File: config.mk
export PLATFORM = sky130hd
export DESIGN_NAME = core_clock_and_mdc_divider_calc
export DESIGN_NICKNAME = d
export VERILOG_FILES = /design/src/design/ccmd_pkg.sv /design/src/design/core_clock_and_mdc_divider_calc.sv /design/src/design/ccmd_front.sv /design/src/design/ccmd_div_cell.sv /design/src/design/ccmd_grade.sv
export SDC_FILE = /design/constraint.sdc
export NUM_CORES = 2
export LEC_CHECK = 0
export ABC_AREA = 1
export BUFFER_PORTS_ARGS = -buffer_cell sky130_fd_sc_hd__buf_2
export CAP_MARGIN = 30
export CORE_ASPECT_RATIO = 0.6
export CORE_MARGIN = 2
export CORE_UTILIZATION = 40
export DETAILED_ROUTE_END_ITERATION = 7
export HOLD_SLACK_MARGIN = 0.03
export SLEW_MARGIN = 20
export SYNTH_ARGS = -nofsm -noshare
export SYNTH_HDL_FRONTEND = slang
export SYNTH_HIERARCHICAL = 1
export SYNTH_SLANG_ARGS = --single-unit
File: constraint.sdc
create_clock -name clk -period 101.8 [get_ports clk]
set_input_delay 10.18 -clock clk [delete_from_list [all_inputs] [get_ports clk]]
set_output_delay 10.18 -clock clk [all_outputs]
set_load 0.02 [all_outputs]
File: src/design/ccmd_pkg.sv
// Shared types, widths and constants for the core clock and MDC divider calculator.
// No dependencies; every other design file refers to this package by scoped name.
package ccmd_pkg;

  // Field and datapath widths
  localparam int OscW      = 27;
  localparam int MulW      = 9;
  localparam int MdivW     = 6;
  localparam int DividendW = OscW + MulW;  // full-width source * N
  localparam int DivisorW  = 9;            // M * P tops out at 63 * 8
  localparam int DivSteps  = DividendW;    // one quotient bit per cell
  localparam int ClkW      = 32;

  // Register indexes on the configuration port
  localparam logic REG_EXTERNAL_OSC = 1'b0;
  localparam logic REG_INTERNAL_OSC = 1'b1;

  // Register reset values
  localparam logic [OscW-1:0] EXTERNAL_OSC_RESET = 27'd8000000;
  localparam logic [OscW-1:0] INTERNAL_OSC_RESET = 27'd16000000;

  // Status codes
  localparam logic [1:0] STATUS_OK       = 2'd0;
  localparam logic [1:0] STATUS_TOO_LOW  = 2'd1;
  localparam logic [1:0] STATUS_TOO_HIGH = 2'd2;

  // MDC range setting when no entry fits
  localparam logic [2:0] MDC_NONE = 3'd6;

  // Lowest usable bus clock
  localparam logic [ClkW-1:0] MIN_BUS_HZ = 32'd25000000;

  // MDC table: clk / ratio <= 2375000 holds exactly when clk < 2375001 * ratio,
  // so each entry keeps that bound in place of its ratio.
  localparam int MdcEntries = 6;
  localparam logic [ClkW-1:0] MDC_BOUND [MdcEntries] = '{
    32'd38000016,   // ratio 16
    32'd61750026,   // ratio 26
    32'd99750042,   // ratio 42
    32'd147250062,  // ratio 62
    32'd242250102,  // ratio 102
    32'd294500124   // ratio 124
  };
  localparam logic [2:0] MDC_CODE [MdcEntries] = '{
    3'd2, 3'd3, 3'd0, 3'd1, 3'd4, 3'd5
  };

  // One beat moving down the divider chain
  typedef struct packed {
    logic [DivisorW-1:0]  rem;
    logic [DividendW-1:0] quo;
    logic [DivisorW-1:0]  divisor;
    logic [3:0]           ahb_prescaler;
  } div_beat_t;

  // Right shift applied by the AHB prescaler code
  function automatic logic [3:0] ahb_shift(input logic [3:0] code);
    logic [3:0] amount;
    amount = 4'd0;
    if (code[3]) begin
      case (code[2:0])
        3'd0: amount = 4'd1;
        3'd1: amount = 4'd2;
        3'd2: amount = 4'd3;
        3'd3: amount = 4'd4;
        3'd4: amount = 4'd6;
        3'd5: amount = 4'd7;
        3'd6: amount = 4'd8;
        3'd7: amount = 4'd9;
        default: amount = 4'd0;
      endcase
    end
    return amount;
  endfunction

endpackage

File: src/design/core_clock_and_mdc_divider_calc.sv
// Top level of the core clock and MDC divider calculator.
// Depends on ccmd_pkg, ccmd_front, ccmd_div_cell and ccmd_grade.
//
//   channel | signals                          | beat moves when
//   --------+----------------------------------+------------------------
//   in      | in_valid/in_ready + six fields   | in_valid && in_ready
//   out     | out_valid/out_ready + three flds | out_valid && out_ready
//   cfg     | cfg_we, cfg_index, cfg_data      | cfg_we
//
// One beat enters per cycle while the output is not stalled; each result passes
// one input stage, 36 division cells and two grading stages.
// The chain of division cells, one quotient bit per cell, sets the latency.
// A stalled output holds the whole pipeline; in_ready follows that stall.
// Reset empties the pipeline and restores the oscillator registers.
module core_clock_and_mdc_divider_calc (
  input  logic                          clk,
  input  logic                          rst,
  input  logic                          in_valid,
  output logic                          in_ready,
  input  logic [1:0]                    clock_source_status,
  input  logic [3:0]                    ahb_prescaler,
  input  logic [ccmd_pkg::MdivW-1:0]    pll_input_divider,
  input  logic [ccmd_pkg::MulW-1:0]     pll_multiplier,
  input  logic [1:0]                    pll_output_div_code,
  input  logic                          pll_from_external,
  output logic                          out_valid,
  input  logic                          out_ready,
  output logic [ccmd_pkg::ClkW-1:0]     core_clock_hz,
  output logic [2:0]                    mdc_divider_setting,
  output logic [1:0]                    status,
  input  logic                          cfg_we,
  input  logic                          cfg_index,
  input  logic [ccmd_pkg::OscW-1:0]     cfg_data
);

  logic                      advance;
  logic [ccmd_pkg::OscW-1:0] external_osc_hz;
  logic [ccmd_pkg::OscW-1:0] internal_osc_hz;
  logic                      chain_valid [ccmd_pkg::DivSteps+1];
  ccmd_pkg::div_beat_t       chain_data  [ccmd_pkg::DivSteps+1];

  // Move every stage unless the result register is full and stalled
  assign advance  = ~out_valid | out_ready;
  assign in_ready = advance;

  // Oscillator registers
  always_ff @(posedge clk) begin
    if (rst) begin
      external_osc_hz <= ccmd_pkg::EXTERNAL_OSC_RESET;
      internal_osc_hz <= ccmd_pkg::INTERNAL_OSC_RESET;
    end else if (cfg_we) begin
      case (cfg_index)
        ccmd_pkg::REG_EXTERNAL_OSC: external_osc_hz <= cfg_data;
        ccmd_pkg::REG_INTERNAL_OSC: internal_osc_hz <= cfg_data;
        default: ;
      endcase
    end
  end

  ccmd_front u_front (
    .clk                 (clk),
    .rst                 (rst),
    .advance             (advance),
    .in_valid            (in_valid),
    .clock_source_status (clock_source_status),
    .ahb_prescaler       (ahb_prescaler),
    .pll_input_divider   (pll_input_divider),
    .pll_multiplier      (pll_multiplier),
    .pll_output_div_code (pll_output_div_code),
    .pll_from_external   (pll_from_external),
    .external_osc_hz     (external_osc_hz),
    .internal_osc_hz     (internal_osc_hz),
    .out_valid           (chain_valid[0]),
    .out_data            (chain_data[0])
  );

  // Division chain, one cell per quotient bit
  for (genvar g = 0; g < ccmd_pkg::DivSteps; g++) begin : g_cell
    ccmd_div_cell u_cell (
      .clk       (clk),
      .rst       (rst),
      .advance   (advance),
      .in_valid  (chain_valid[g]),
      .in_data   (chain_data[g]),
      .out_valid (chain_valid[g+1]),
      .out_data  (chain_data[g+1])
    );
  end

  ccmd_grade u_grade (
    .clk                 (clk),
    .rst                 (rst),
    .advance             (advance),
    .in_valid            (chain_valid[ccmd_pkg::DivSteps]),
    .in_data             (chain_data[ccmd_pkg::DivSteps]),
    .out_valid           (out_valid),
    .core_clock_hz       (core_clock_hz),
    .mdc_divider_setting (mdc_divider_setting),
    .status              (status)
  );

endmodule

File: src/design/ccmd_front.sv
// Input stage: picks the clock source and forms dividend and divisor for the chain.
// Depends on ccmd_pkg.
module ccmd_front (
  input  logic                          clk,
  input  logic                          rst,
  input  logic                          advance,
  input  logic                          in_valid,
  input  logic [1:0]                    clock_source_status,
  input  logic [3:0]                    ahb_prescaler,
  input  logic [ccmd_pkg::MdivW-1:0]    pll_input_divider,
  input  logic [ccmd_pkg::MulW-1:0]     pll_multiplier,
  input  logic [1:0]                    pll_output_div_code,
  input  logic                          pll_from_external,
  input  logic [ccmd_pkg::OscW-1:0]     external_osc_hz,
  input  logic [ccmd_pkg::OscW-1:0]     internal_osc_hz,
  output logic                          out_valid,
  output ccmd_pkg::div_beat_t           out_data
);

  logic [ccmd_pkg::OscW-1:0]      pll_src;
  logic [2:0]                     p_half;
  logic [7:0]                     m_times_p_half;
  logic [ccmd_pkg::DividendW-1:0] dividend;
  logic [ccmd_pkg::DivisorW-1:0]  divisor;

  // Select source; plain oscillators pass through the chain divided by one
  always_comb begin
    pll_src        = pll_from_external ? external_osc_hz : internal_osc_hz;
    p_half         = {1'b0, pll_output_div_code} + 3'd1;
    m_times_p_half = 8'(pll_input_divider) * 8'(p_half);
    dividend       = ccmd_pkg::DividendW'(internal_osc_hz);
    divisor        = ccmd_pkg::DivisorW'(1);
    if (clock_source_status[0]) begin
      dividend = ccmd_pkg::DividendW'(external_osc_hz);
    end else if (clock_source_status[1]) begin
      if (pll_input_divider == '0) begin
        dividend = '0;
      end else begin
        // (src * N / M) / P equals src * N / (M * P) in floor division
        dividend = ccmd_pkg::DividendW'(pll_src) * ccmd_pkg::DividendW'(pll_multiplier);
        divisor  = {m_times_p_half, 1'b0};
      end
    end
  end

  // Register the beat
  always_ff @(posedge clk) begin
    if (rst) begin
      out_valid <= 1'b0;
    end else if (advance) begin
      out_valid <= in_valid;
    end
    if (advance) begin
      out_data.rem           <= '0;
      out_data.quo           <= dividend;
      out_data.divisor       <= divisor;
      out_data.ahb_prescaler <= ahb_prescaler;
    end
  end

endmodule

File: src/design/ccmd_div_cell.sv
// One restoring-division cell: settles one quotient bit and hands the beat on.
// Depends on ccmd_pkg.
module ccmd_div_cell (
  input  logic                clk,
  input  logic                rst,
  input  logic                advance,
  input  logic                in_valid,
  input  ccmd_pkg::div_beat_t in_data,
  output logic                out_valid,
  output ccmd_pkg::div_beat_t out_data
);

  logic [ccmd_pkg::DivisorW:0]   trial;
  logic [ccmd_pkg::DivisorW:0]   diff;
  logic                          qbit;
  logic [ccmd_pkg::DivisorW-1:0] rem_next;

  // Bring down the next dividend bit and try the subtract
  always_comb begin
    trial = {in_data.rem, in_data.quo[ccmd_pkg::DividendW-1]};
    diff  = trial - {1'b0, in_data.divisor};
    qbit  = ~diff[ccmd_pkg::DivisorW];
    rem_next = qbit ? diff[ccmd_pkg::DivisorW-1:0] : trial[ccmd_pkg::DivisorW-1:0];
  end

  // Hold the partial remainder; shift the quotient bit in from the right
  always_ff @(posedge clk) begin
    if (rst) begin
      out_valid <= 1'b0;
    end else if (advance) begin
      out_valid <= in_valid;
    end
    if (advance) begin
      out_data.rem           <= rem_next;
      out_data.quo           <= {in_data.quo[ccmd_pkg::DividendW-2:0], qbit};
      out_data.divisor       <= in_data.divisor;
      out_data.ahb_prescaler <= in_data.ahb_prescaler;
    end
  end

endmodule

File: src/design/ccmd_grade.sv
// Output stages: prescaler shift and saturation, then MDC range and status.
// Depends on ccmd_pkg.
module ccmd_grade (
  input  logic                          clk,
  input  logic                          rst,
  input  logic                          advance,
  input  logic                          in_valid,
  input  ccmd_pkg::div_beat_t           in_data,
  output logic                          out_valid,
  output logic [ccmd_pkg::ClkW-1:0]     core_clock_hz,
  output logic [2:0]                    mdc_divider_setting,
  output logic [1:0]                    status
);

  logic [ccmd_pkg::DividendW-1:0] shifted;
  logic [ccmd_pkg::ClkW-1:0]      bus_hz_next;
  logic [ccmd_pkg::ClkW-1:0]      bus_hz;
  logic                           bus_valid;
  logic [2:0]                     setting_next;
  logic [1:0]                     status_next;

  // Apply prescaler, clamp to 32 bits
  always_comb begin
    shifted = in_data.quo >> ccmd_pkg::ahb_shift(in_data.ahb_prescaler);
    if (|shifted[ccmd_pkg::DividendW-1:ccmd_pkg::ClkW]) begin
      bus_hz_next = '1;
    end else begin
      bus_hz_next = shifted[ccmd_pkg::ClkW-1:0];
    end
  end

  // Pick the first table entry that fits; walk backward so the first wins
  always_comb begin
    setting_next = ccmd_pkg::MDC_NONE;
    status_next  = ccmd_pkg::STATUS_TOO_HIGH;
    if (bus_hz < ccmd_pkg::MIN_BUS_HZ) begin
      status_next = ccmd_pkg::STATUS_TOO_LOW;
    end else begin
      for (int i = ccmd_pkg::MdcEntries - 1; i >= 0; i--) begin
        if (bus_hz < ccmd_pkg::MDC_BOUND[i]) begin
          setting_next = ccmd_pkg::MDC_CODE[i];
          status_next  = ccmd_pkg::STATUS_OK;
        end
      end
    end
  end

  // Advance both stages together
  always_ff @(posedge clk) begin
    if (rst) begin
      bus_valid <= 1'b0;
      out_valid <= 1'b0;
    end else if (advance) begin
      bus_valid <= in_valid;
      out_valid <= bus_valid;
    end
    if (advance) begin
      bus_hz              <= bus_hz_next;
      core_clock_hz       <= bus_hz;
      mdc_divider_setting <= setting_next;
      status              <= status_next;
    end
  end

endmodule
==> key figures <==
GRT
  – Vias in the first global route: 62000
  – Initial antenna violation count: 5
  – GRT Total Usage: 15.4%
  – First-pass GRT wire length: 345 mm
  – Largest net degree at the start of global routing: 175
  – Gr ovfl total: 0

Final layout
  – Finished Layout Cells: 13500
  – Antenna cells: 0
  – Layout area overhead: 11.0%
  – Final layout net count: 10400
  – Share of cells above drive strength 1: 12.1%
  – FILL cells: 24800

Clock network
  – CTS tree: yes
  – Clock root buffer: clkbuf_16
  – Post-CTS Setup Repair Bufs: 0
  – CTS buffer count: 213
  – Deepest clock path buffer count: 4
  – # clock sinks: 2281
  – Clock transition at the registers of the reported paths: 0.06 ns
  – H-tree depth: 4
  – Insertion delay to the later sink of the worst-skew pair: 0.87 ns
  – Cts hold-fix bufs: 0
  – # resized after CTS: 0

Pwr
  – Part of the power in registers: 40.4%
  – Clk network pwr share: 19.8%
  – Switching share of total power: 37.9%
  – Sw Pwr: 1.49 mW
  – Pleak: 52.7 nW
  – Logic gate share of total power: 39.8%
  – P_int: 2.45 mW
  – Pwr dens: 32.5 nW/um^2
  – Max IR drop VDD: 14.2 uV

Routing
  – Drt first pass iters: 6
  – Drt drc: 0
  – Routed Antenna Nets: 0
  – Wirelength per Cell: 15.9 um
  – Initial DRC count: 6173
  – Vias per cell: 4.81
  – DR vias: 64900
  – Wirelength, routed: 215 mm

Setup path
  – Source of the critical timing path: out_ready
  – Cell seen most often among critical-path stages: buf_2
  – Worst endpoint data arrival time: 11.20 ns
  – Crit-path max cell delay: 0.47 ns
  – Reg-to-Reg Start: internal_osc_hz[22]
  – R2R Setup Slk: 96.29 ns
  – R2R depth: 20
  – Worst path cell trace: buf_2 -> inv_1 -> nand2_4 -> buf_2
  – Crit path buffers/inverters: 3
  – Critical path required time: 91.62 ns
  – CP Max Fanout: 42
  – CP max stage cell: nand2_4
  – Top Family by Delay on Critical Path: buffers and inverters
  – Reg-to-reg endpoint: u_front/out_data[37]
  – Setup Crit Path Kind: in -> out
  – Worst Setup End Kind: output port
  – Critical path depth in cells: 4
  – Crit start category: primary input
  – End of the critical path: in_ready

STA
  – Worst slew pin tran: 1.10 ns
  – Final hold violation count: 0
  – Tcrit/Tclk final: 21.0%
  – Fin crit period: 21.38 ns
  – Final setup viols: 0
  – Fmax: 46.8 MHz
  – Normalized max-slew margin: 26.9%
  – Final Max Tran Viols: 0
  – Setup repair after global routing missed its margin: no
  – Worst Skew: 0.0694 ns
  – Total negative slack: 0 ns

Worst hold path
  – Hold/Removal Path Class: reg -> reg

Die
  – DIE AREA: 277000 sq um
  – IO Pins: 96
  – Die width: 679 um
  – Starting Density: 40.2%
  – Row count: 148
  – Die Ht: 409 um
  – Core area: 271000 sq um

Logic synthesis
  – Synth Cell Area: 109000 sq um
  – Cell count after synthesis: 9461
  – Syn Area/Cell: 11.5 sq um
  – Synth warn: 6

Flow run
  – Maximum capacitance violations: 0

Placed design
  – Cells after DPL: 13100
  – DP HPWL: 155 mm
  – Number of port buffers: 95
  – GP Congestion: 0.895

Run status
  – Outcome: complete, no violations
[layout make-up]
type                    count  area [sq um]  share of cell area, %
clock buffers             257          5650                   4.66
clock inverters           115          1110                  0.912
inverters                1558          5860                   4.83
multi-input cells        5538         35300                   29.1
flip-flops and latches   2281         67600                   55.7
well taps                3600          4500                   3.72
repair buffers            146          1230                   1.01
[cells in the final DEF, fill, tap and decap left out, types with 14 or more instances in the layout]
cell        count
edfxtp_1     2188
nand2_1      2158
inv_1        1469
nand3_1      1063
nor2_1        503
ha_1          389
clkbuf_16     220
fa_1          216
nand2_2       194
a21oi_1       190
xnor2_1       107
or2_2          99
buf_2          95
dfxtp_1        93
inv_2          81
nand2_4        74
nand3_4        74
nor2_4         73
nand4_4        71
o21ai_0        60
nand3b_1       42
clkinv_1       39
mux2i_1        39
clkbuf_1       36
a21oi_4        36
clkinv_2       31
buf_4          29
o21ai_1        28
bufinv_16      18
o21ai_2        17
clkinvlp_4     16
buf_16         14
nand3_2        14
[routing by layer]
metal,GRT usage (%),up-vias,routed length [um]
li1,-,32100,-
met1,25.3,30800,113000
met2,20.9,1678,85100
met3,2.43,286,13100
met4,3.28,0,3980
met5,0,-,0
[power groups by stage]
stage | logic (mW) | clock network (mW) | registers (mW)
global placement | 1.53 | 0 | 1.61
finish | 1.57 | 0.780 | 1.59
floorplan | 1.20 | 0 | 1.55
global route | 1.77 | 0.844 | 1.63
CTS | 1.55 | 0.808 | 1.60
detailed placement | 1.54 | 0 | 1.62
[registers in the layout (all words and copies together), names as in the netlist]
signal	cells
g_cell.u_cell/out_data	2070
u_grade/bus_hz	32
external_osc_hz	27
g_cell.u_cell/out_valid	36
u_front/out_data	49
u_grade/core_clock_hz	32
u_grade/mdc_divider_setting	3
u_grade/out_valid	1
u_grade/status	2
internal_osc_hz	27
u_front/out_valid	1
u_grade/bus_valid	1
[metrics by stage]
stage,hold WS (ns),util [%],setup slack (ns),power (mW),instance area [sq um]
after global routing,0.355,44.7,80.33,4.24,121000
final,0.362,44.7,80.42,3.94,121000
after global placement,0.400,42.0,80.37,3.13,114000
after floorplan,0.400,-,34.23,2.75,109000
after detailed placement,0.405,42.0,80.36,3.16,114000
after CTS,0.345,44.5,80.36,3.96,121000
[how the worst min path moves through the flow]
stage / cells after the start / startpoint / end
2_1_floorplan: 0 / u_front/out_data[0] / g_cell[0].u_cell/out_data[0]
3_3_place_gp: 0 / g_cell[17].u_cell/out_data[46] / g_cell[18].u_cell/out_data[47]
3_5_place_dp: 0 / u_front/out_data[21] / g_cell[0].u_cell/out_data[22]
4_1_cts: 0 / g_cell[5].u_cell/out_data[25] / g_cell[6].u_cell/out_data[26]
5_1_grt: 0 / g_cell[13].u_cell/out_data[31] / g_cell[14].u_cell/out_data[32]
6_report: 0 / g_cell[5].u_cell/out_data[35] / g_cell[6].u_cell/out_data[36]
No activity file was read; power rests on OpenSTA's default activity.
